<file path="config.mk">
export PLATFORM = sky130hd
export DESIGN_NAME = char_lcd_write_with_decimal_format
export DESIGN_NICKNAME = d
export VERILOG_FILES = /design/src/rtl/clwd_pkg.sv /design/src/rtl/clwd_ucode_rom.sv /design/src/rtl/clwd_datapath.sv /design/src/rtl/char_lcd_write_with_decimal_format.sv
export SDC_FILE = /design/constraint.sdc
export NUM_CORES = 1
export LEC_CHECK = 0
export CORE_MARGIN = 8
export CORE_UTILIZATION = 55
export CTS_CLUSTER_SIZE = 14
export DETAILED_ROUTE_END_ITERATION = 10
export DONT_BUFFER_PORTS = 1
export GPL_TIMING_DRIVEN = 0
export PLACE_DENSITY = 0.7
export SYNTH_ARGS = -nofsm -noshare
export SYNTH_HDL_FRONTEND = slang
export SYNTH_HIERARCHICAL = 1
export SYNTH_SLANG_ARGS = --single-unit
</file>
<file path="constraint.sdc">
create_clock -name clk_i -period 8 [get_ports clk_i]
set_clock_uncertainty 0.1 [all_clocks]
set_input_delay 0.8 -clock clk_i [delete_from_list [all_inputs] [get_ports clk_i]]
set_output_delay 0.8 -clock clk_i [all_outputs]
set_load 0.005 [all_outputs]
</file>
<file path="src/rtl/clwd_pkg.sv">
// Shared types and constants for the character display write formatter.
// Holds the microcode word layout, step addresses and datapath control structs.
// No dependencies.
`timescale 1ns / 1ps

package clwd_pkg;

  localparam int OpW      = 2;
  localparam int OperandW = 32;
  localparam int ByteW    = 8;
  localparam int NibW     = 4;
  localparam int DigitW   = 4;

  localparam logic [OpW-1:0] OP_CMD  = 2'd0;
  localparam logic [OpW-1:0] OP_DATA = 2'd1;
  localparam logic [OpW-1:0] OP_NUM  = 2'd2;

  localparam logic [ByteW-1:0] DIGIT_BASE = 8'h30;

  // floor(v / 10) == (v * RECIP10) >> RECIP_SHIFT for every 32-bit v
  localparam logic [OperandW-1:0] RECIP10     = 32'hCCCC_CCCD;
  localparam int                  RECIP_SHIFT = 35;
  localparam int                  QuotW       = 2 * OperandW - RECIP_SHIFT;

  typedef logic [2:0] upc_t;

  localparam upc_t UPC_IDLE    = 3'd0;
  localparam upc_t UPC_MUL     = 3'd1;
  localparam upc_t UPC_SPLIT   = 3'd2;
  localparam upc_t UPC_EMIT_HI = 3'd3;
  localparam upc_t UPC_EMIT_LO = 3'd4;

  typedef enum logic [1:0] {
    EM_NONE,
    EM_HI,
    EM_LO
  } emit_e;

  typedef enum logic [1:0] {
    DP_NONE,
    DP_MUL,
    DP_SPLIT
  } dp_op_e;

  typedef enum logic [2:0] {
    BR_JUMP,
    BR_DISPATCH,
    BR_SPLIT,
    BR_HI,
    BR_DONE
  } br_e;

  typedef struct packed {
    emit_e  emit;
    dp_op_e dp;
    br_e    br;
    upc_t   target;
  } ucode_t;

  typedef struct packed {
    dp_op_e op;
    logic   load;
    logic   pop;
  } dp_ctrl_t;

  typedef struct packed {
    logic              more;
    logic              pending;
    logic [DigitW-1:0] digit;
    logic [DigitW-1:0] next_digit;
  } dp_stat_t;

endpackage

</file>
<file path="src/rtl/clwd_ucode_rom.sv">
// Microcode table for the formatter sequencer: one control word per step.
// Depends on clwd_pkg.
`timescale 1ns / 1ps

module clwd_ucode_rom (
  input  clwd_pkg::upc_t   upc_i,
  output clwd_pkg::ucode_t word_o
);
  import clwd_pkg::*;

  always_comb begin
    case (upc_i)
      UPC_IDLE:    word_o = '{emit: EM_NONE, dp: DP_NONE,  br: BR_DISPATCH, target: UPC_MUL};
      UPC_MUL:     word_o = '{emit: EM_NONE, dp: DP_MUL,   br: BR_JUMP,     target: UPC_SPLIT};
      UPC_SPLIT:   word_o = '{emit: EM_NONE, dp: DP_SPLIT, br: BR_SPLIT,    target: UPC_MUL};
      UPC_EMIT_HI: word_o = '{emit: EM_HI,   dp: DP_NONE,  br: BR_HI,       target: UPC_EMIT_HI};
      UPC_EMIT_LO: word_o = '{emit: EM_LO,   dp: DP_NONE,  br: BR_DONE,     target: UPC_EMIT_HI};
      default:     word_o = '{emit: EM_NONE, dp: DP_NONE,  br: BR_JUMP,     target: UPC_IDLE};
    endcase
  end

endmodule

</file>
<file path="src/rtl/clwd_datapath.sv">
// Decimal datapath: divide-by-ten unit (registered multiply, then split) and digit buffer.
// Depends on clwd_pkg.
`timescale 1ns / 1ps

module clwd_datapath #(
  parameter int MAX_DIGITS = 10
) (
  input  logic                                clk_i,
  input  logic                                rst_ni,
  input  clwd_pkg::dp_ctrl_t                  ctrl_i,
  input  logic [clwd_pkg::OperandW-1:0]       operand_i,
  output clwd_pkg::dp_stat_t                  stat_o
);
  import clwd_pkg::*;

  localparam int CntW = (MAX_DIGITS > 1) ? $clog2(MAX_DIGITS) : 1;

  logic [OperandW-1:0]   val_q, val_d;
  logic [2*OperandW-1:0] prod_q;
  logic [CntW-1:0]       cnt_q, cnt_d;
  logic [DigitW-1:0]     buf_q [MAX_DIGITS];

  logic [QuotW-1:0]      quot;
  logic [OperandW-1:0]   quot_ext;
  logic [OperandW-1:0]   tenfold;
  logic [OperandW-1:0]   rem;
  logic                  more;

  assign quot     = prod_q[2*OperandW-1:RECIP_SHIFT];
  assign quot_ext = OperandW'(quot);
  assign tenfold  = (quot_ext << 3) + (quot_ext << 1);
  assign rem      = val_q - tenfold;
  assign more     = (quot != '0) && (cnt_q != CntW'(MAX_DIGITS - 1));

  assign stat_o.more       = more;
  assign stat_o.pending    = (cnt_q != '0);
  assign stat_o.digit      = rem[DigitW-1:0];
  assign stat_o.next_digit = buf_q[cnt_q - CntW'(1)];

  always_comb begin
    val_d = val_q;
    cnt_d = cnt_q;
    if (ctrl_i.load) begin
      val_d = operand_i;
      cnt_d = '0;
    end else if (ctrl_i.op == DP_SPLIT) begin
      val_d = quot_ext;
      if (more) begin
        cnt_d = cnt_q + CntW'(1);
      end
    end else if (ctrl_i.pop) begin
      cnt_d = cnt_q - CntW'(1);
    end
  end

  always_ff @(posedge clk_i or negedge rst_ni) begin
    if (!rst_ni) begin
      cnt_q <= '0;
    end else begin
      cnt_q <= cnt_d;
    end
  end

  always_ff @(posedge clk_i) begin
    val_q <= val_d;
    if (ctrl_i.op == DP_MUL) begin
      prod_q <= (2*OperandW)'(val_q) * (2*OperandW)'(RECIP10);
    end
    if (ctrl_i.op == DP_SPLIT && more) begin
      buf_q[cnt_q] <= rem[DigitW-1:0];
    end
  end

endmodule

</file>
<file path="src/rtl/char_lcd_write_with_decimal_format.sv">
// Character display write formatter: microcoded sequencer, output register, mode register.
// Depends on clwd_pkg, clwd_ucode_rom and clwd_datapath.
//
//   channel   direction  fields
//   s_axis    in         tuser = opcode[1:0], tdata = operand[31:0]
//   m_axis    out        tuser = reg_select, tdata = bus_value[7:0], tlast = last
//   cfg       in         cfg_wdata_i = nibble_mode
//
// A request is taken in the idle step; command and data bytes then emit one transfer
// (two in 4-bit mode), one per cycle. A number runs each digit through the shared
// divide-by-ten unit (multiply step, then split step), then emits its transfers one
// per cycle. Output stalls hold the emit step; the last transfer waits in the output
// register while the next request is accepted.
// Reset sets 4-bit mode; no clearing pass.
`timescale 1ns / 1ps

module char_lcd_write_with_decimal_format #(
  parameter int MAX_DIGITS = 10
) (
  input  logic                            clk_i,
  input  logic                            rst_ni,
  input  logic                            s_axis_tvalid,
  output logic                            s_axis_tready,
  input  logic [clwd_pkg::OperandW-1:0]   s_axis_tdata,   // operand[31:0]
  input  logic [clwd_pkg::OpW-1:0]        s_axis_tuser,   // opcode[1:0]
  output logic                            m_axis_tvalid,
  input  logic                            m_axis_tready,
  output logic [clwd_pkg::ByteW-1:0]      m_axis_tdata,   // bus_value[7:0]
  output logic                            m_axis_tuser,   // reg_select
  output logic                            m_axis_tlast,
  input  logic                            cfg_we_i,
  input  logic                            cfg_wdata_i
);
  import clwd_pkg::*;

  upc_t             upc_q, upc_d;
  ucode_t           word;
  dp_ctrl_t         dp_ctrl;
  dp_stat_t         dp_stat;
  logic [ByteW-1:0] byte_q, byte_d;
  logic             rs_q, rs_d;
  logic             nib_q;
  logic             accept, out_free, fire, byte_end, last_d;
  logic [ByteW-1:0] bus_d;

  clwd_ucode_rom u_rom (
    .upc_i  (upc_q),
    .word_o (word)
  );

  clwd_datapath #(
    .MAX_DIGITS (MAX_DIGITS)
  ) u_datapath (
    .clk_i     (clk_i),
    .rst_ni    (rst_ni),
    .ctrl_i    (dp_ctrl),
    .operand_i (s_axis_tdata),
    .stat_o    (dp_stat)
  );

  assign s_axis_tready = (upc_q == UPC_IDLE);
  assign accept        = s_axis_tvalid && s_axis_tready;
  assign out_free      = !m_axis_tvalid || m_axis_tready;
  assign fire          = (word.emit != EM_NONE) && out_free;
  assign byte_end      = fire && (word.emit == EM_LO || !nib_q);
  assign last_d        = (word.emit == EM_LO || !nib_q) && !dp_stat.pending;

  always_comb begin
    if (word.emit == EM_LO) begin
      bus_d = {{(ByteW-NibW){1'b0}}, byte_q[NibW-1:0]};
    end else if (nib_q) begin
      bus_d = {{(ByteW-NibW){1'b0}}, byte_q[ByteW-1:NibW]};
    end else begin
      bus_d = byte_q;
    end
  end

  always_comb begin
    upc_d        = upc_q;
    byte_d       = byte_q;
    rs_d         = rs_q;
    dp_ctrl.op   = word.dp;
    dp_ctrl.load = accept;
    dp_ctrl.pop  = 1'b0;
    case (word.br)
      BR_JUMP: begin
        upc_d = word.target;
      end
      BR_DISPATCH: begin
        if (accept) begin
          rs_d   = (s_axis_tuser != OP_CMD);
          byte_d = s_axis_tdata[ByteW-1:0];
          case (s_axis_tuser)
            OP_CMD, OP_DATA: begin
              upc_d = UPC_EMIT_HI;
            end
            OP_NUM: begin
              if (s_axis_tdata == '0) begin
                byte_d = DIGIT_BASE;
                upc_d  = UPC_EMIT_HI;
              end else if (!s_axis_tdata[OperandW-1]) begin
                upc_d = word.target;
              end
            end
            default: ;
          endcase
        end
      end
      BR_SPLIT: begin
        if (dp_stat.more) begin
          upc_d = word.target;
        end else begin
          upc_d  = UPC_EMIT_HI;
          byte_d = DIGIT_BASE | {{(ByteW-DigitW){1'b0}}, dp_stat.digit};
        end
      end
      BR_HI: begin
        if (fire && nib_q) begin
          upc_d = UPC_EMIT_LO;
        end
      end
      BR_DONE: ;
      default: upc_d = UPC_IDLE;
    endcase
    if (byte_end) begin
      if (dp_stat.pending) begin
        dp_ctrl.pop = 1'b1;
        byte_d      = DIGIT_BASE | {{(ByteW-DigitW){1'b0}}, dp_stat.next_digit};
        upc_d       = word.target;
      end else begin
        upc_d = UPC_IDLE;
      end
    end
  end

  always_ff @(posedge clk_i or negedge rst_ni) begin
    if (!rst_ni) begin
      upc_q         <= UPC_IDLE;
      nib_q         <= 1'b1;
      m_axis_tvalid <= 1'b0;
    end else begin
      upc_q <= upc_d;
      if (cfg_we_i) begin
        nib_q <= cfg_wdata_i;
      end
      if (fire) begin
        m_axis_tvalid <= 1'b1;
      end else if (m_axis_tready) begin
        m_axis_tvalid <= 1'b0;
      end
    end
  end

  always_ff @(posedge clk_i) begin
    byte_q <= byte_d;
    rs_q   <= rs_d;
    if (fire) begin
      m_axis_tdata <= bus_d;
      m_axis_tuser <= rs_q;
      m_axis_tlast <= last_d;
    end
  end

endmodule

</file>
==> results.md <==
- The repair_antennas step left the layout with diodes totalling 0.
- The number of synthesized register bits is 129.
- Summing over every cut layer, the via total after detailed routing is 15500.
- The transition time of the tightest slew-check pin is 1.11 ns.
- The hold violation count in the final report came to 0.
- The final routed wire length divided by cell count is 23.3 um.
- The clock tree from TritonCTS is yes.
- The number of rows in the core area is 74.
- The worst hold margin is 0.117 ns.
- Global routing used 27.5% of the available tracks.
- The predominant post-synthesis flop cell is edfxtp_1.
- In this run the top signal layer used is met5.
- Across the run, the number of max-cap violations was 0.
- STA puts the critical path data arrival time at 7.97 ns.
- The clock sink total is 129.
- The worst-skew pair later-pin latency is 0.42 ns.
- The initial antenna violation count is 1.
- Cells fill 61.2% of the core in the end.
- The type of the worst setup path is reg2reg.
- The synthesized area divided by synthesized cell count is 10.7 um^2.
- The total standard cell area after synthesis is 22600 um^2.
- For the finished layout, the period the worst path requires is 7.91 ns.
- The maximum fanout along the worst path is 6.
- The sequential cell area is 3750 um^2.
- The total met3 wirelength after detailed routing is 3.89 mm.
- The number of port buffers is 0.
- The routed via count divided by cell count is 5.66.
- The remaining routing DRC violations is 0.
- The type of destination of the critical path is a register.
- The post-layout instance count excluding filler cells is 2738.
- The detailed-route wire length on metal 1 is 25.8 mm.
- The core region is 40600 um^2.
- The number of enable-type register cells in the synthesized netlist is 112.
- The ratio of cells with drive above 1 in the final layout is 10.7%.
- Counting along the longest clock path gives a buffer depth of 2.
- Traced cell by cell, the critical path runs through buf_4 -> ha_4 -> xor2_4 -> a21o_1 -> fa_1 -> fa_1 -> fa_2 -> fa_1 -> fa_1 -> inv_1 -> fa_1 -> inv_1 -> ha_4 -> nand4_1 -> or2_4 -> or4_4 -> o21ai_4 -> o311ai_4 -> buf_12 -> o31a_4 -> o31ai_4 -> a221oi_2 -> xnor2_1.
- Setup repair after global routing could not meet its margin everywhere.
- The portion of the post-synthesis area used by sequential elements is 16.6%.
- Summing all non-filler instances in the final layout gives an area of 24900 um^2.
- The placed cell count is 2639.
- CTS built an H-tree with a depth of 4.
- The area of the die is 47800 um^2.
- The global-route wire length before repair is 98.2 mm.
- The total count of max-transition violations in the final report is 0.
- The cell count after synthesis came out at 2103.
- The detailed placer's ending HPWL is 54.5 mm.
- The class of the tightest hold or removal check is in2async.
- The number of top-level pins is 52.
- The netlist uses 83 different library cells.
- The final layout contains 2974 nets.
- The clock-pin slew on the worst setup and hold paths is 0.06 ns.
- The number of global-route vias before repair is 16700.
- After detailed routing, the total wire length is 63.8 mm.
- Once detail routing completed, the nets flagged for antenna violations numbered 0.
- The combined area of the multi-input logic cells is 17000 um^2.
- The final worst-path cycle share is 98.8%.
- The congestion estimate from routability-driven global placement came to 0.995.
- By instance count, the cell type seen most on the critical path is fa_1.
- The family with the most delay on the worst path is adder cells.
- The routed length on met2 is 31.0 mm.
- The total of endpoints with negative setup slack in the final report is 0.
- The fmax is 126 MHz.
- The share of synthesized flip-flops with an asynchronous set or reset is 6.98%.
- The count of TritonRoute iterations in the first routing pass is 7.
- The initial core utilization is 55.5%.
- STA classifies the critical path startpoint as a register.
- The detailed router finished its first iteration with 1109 violations.
- For this design, the slowest cell found on the critical path is fa_2.
- The filler cell count is 3386.
- In this design, the stage delay of the slowest critical-path cell is 0.65 ns.
- The total number of yosys warnings is 6.
- The buffers plus inverters on the worst setup path is 4.
- STA puts the critical path data required time at 8.06 ns.
- The placed cell area is 23300 um^2.
- After global routing the overflow that remains totals 0.
- The area overhead of the layout relative to synthesis is 10.3%.
- The run finished with clean final reports.
- Headroom to the max-slew limit came out at 23.8%.
- The CTS buffer count is 17.
- From bottom edge to top edge, the die measures 219 um.
- Measured along the x axis, the die boundary spans 219 um.
- The largest net degree at the start of global routing is 33.
- The root buffer cell chosen for the clock tree is clkbuf_16.
cell type report:
type	instances	area share [%]
multi-input combinational	1393	68.3
sequential	129	15.1
inverter	547	8.26
tap	532	2.67
timing repair buffer	76	2.48
clock buffer	17	1.71
clock inverter	15	0.885
buffer	29	0.643
synthesized netlist by cell type, drive strengths merged, types with 22 or more instances:
master / instances / area, um^2
inv: 547 / 2050
a21oi: 83 / 419
nand2: 78 / 295
xor2: 44 / 385
ha: 355 / 4440
edfxtp: 112 / 3360
o21ai: 45 / 233
fa: 386 / 7730
nor2: 51 / 194
mux2: 34 / 383
a21o: 33 / 248
clkbuf: 25 / 98.8
xnor2: 44 / 385
and2: 22 / 138
state kept, by name (all words and copies together) (netlist names):
name,cells
nib_q,1
m_axis_tlast,1
u_datapath/prod_q,29
byte_q,8
rs_q,1
u_datapath/val_q,32
m_axis_tuser,1
u_datapath/cnt_q,4
m_axis_tdata,8
m_axis_tvalid,1
upc_q,3
u_datapath/buf_q,40
through the flow:
stage / setup TNS, ns / setup WS (ns)
5_1_grt: -0.115 / -0.0576
6_report: 0 / 0.0936
4_1_cts: 0 / 0.00681
3_3_place_gp: -12.27 / -0.918
2_1_floorplan: 0 / 0.765
3_5_place_dp: -12.28 / -0.880
worst paths after layout:
path,from,endpoint,slack [ns],cells past startpoint
worst max-delay path,u_datapath/val_q[2]$_DFFE_PP_,u_datapath/prod_q[57]$_DFFE_PN_,0.09,23
worst min-delay path,rst_ni,nib_q$_DFFE_PN1P_,0.12,0
worst max register to register,u_datapath/val_q[2]$_DFFE_PP_,u_datapath/prod_q[57]$_DFFE_PN_,0.09,23
worst min register to register,rs_q$_DFFE_PP_,m_axis_tuser$_DFFE_PP_,0.32,0
max in group asynchronous,rst_ni,u_datapath/cnt_q[3]$_DFFE_PN0P_,6.74,1
min in group clk_i,rs_q$_DFFE_PP_,m_axis_tuser$_DFFE_PP_,0.32,0
logic make-up after synthesis:
family	Yosys count	synth area share, %
flip-flops	129	16.6
adder cells (fa/ha/maj)	741	53.9
AO/OA/AOI/OAI	248	7.33
multiplexers	47	2.72
AND/OR/NAND/NOR	264	6.03
XOR/XNOR	88	3.41
other	2	0.0333
buffers and inverters	584	9.94
cells in the final DEF, fill, tap and decap left out, types with 9 or more instances in the layout:
cell type / n
buf_4: 80
o21ai_0: 39
ha_2: 10
nand2_1: 76
a21oi_1: 80
nor2_1: 50
a21o_1: 33
mux2_2: 34
ha_4: 13
nor4_1: 15
nand2b_1: 9
nand3_1: 12
inv_1: 545
xor2_1: 41
xnor2_1: 43
and2_1: 22
clkbuf_1: 15
ha_1: 332
fa_1: 385
clkbuf_16: 17
nor3_1: 15
edfxtp_1: 112
nand4_1: 19
routing by layer:
metal  up-vias  global-route usage [%]
li1       6963                       -
met1      7864                    35.1
met2       521                    46.0
met3       140                    4.30
met4         2                    11.8
met5         -                       0
timing repair:
item                                    in CTS  in global routing
hold endpoints to repair                     8                  0
resized for setup                           40                 35
endpoints found under the setup margin      29                 19
hold buffers                                 1                  0
pin swaps                                    9                  8
buffers inserted                            37                 37
Power is not shown: default switching activity piles up to over one toggle a cycle in this logic, so the estimate is an artifact.
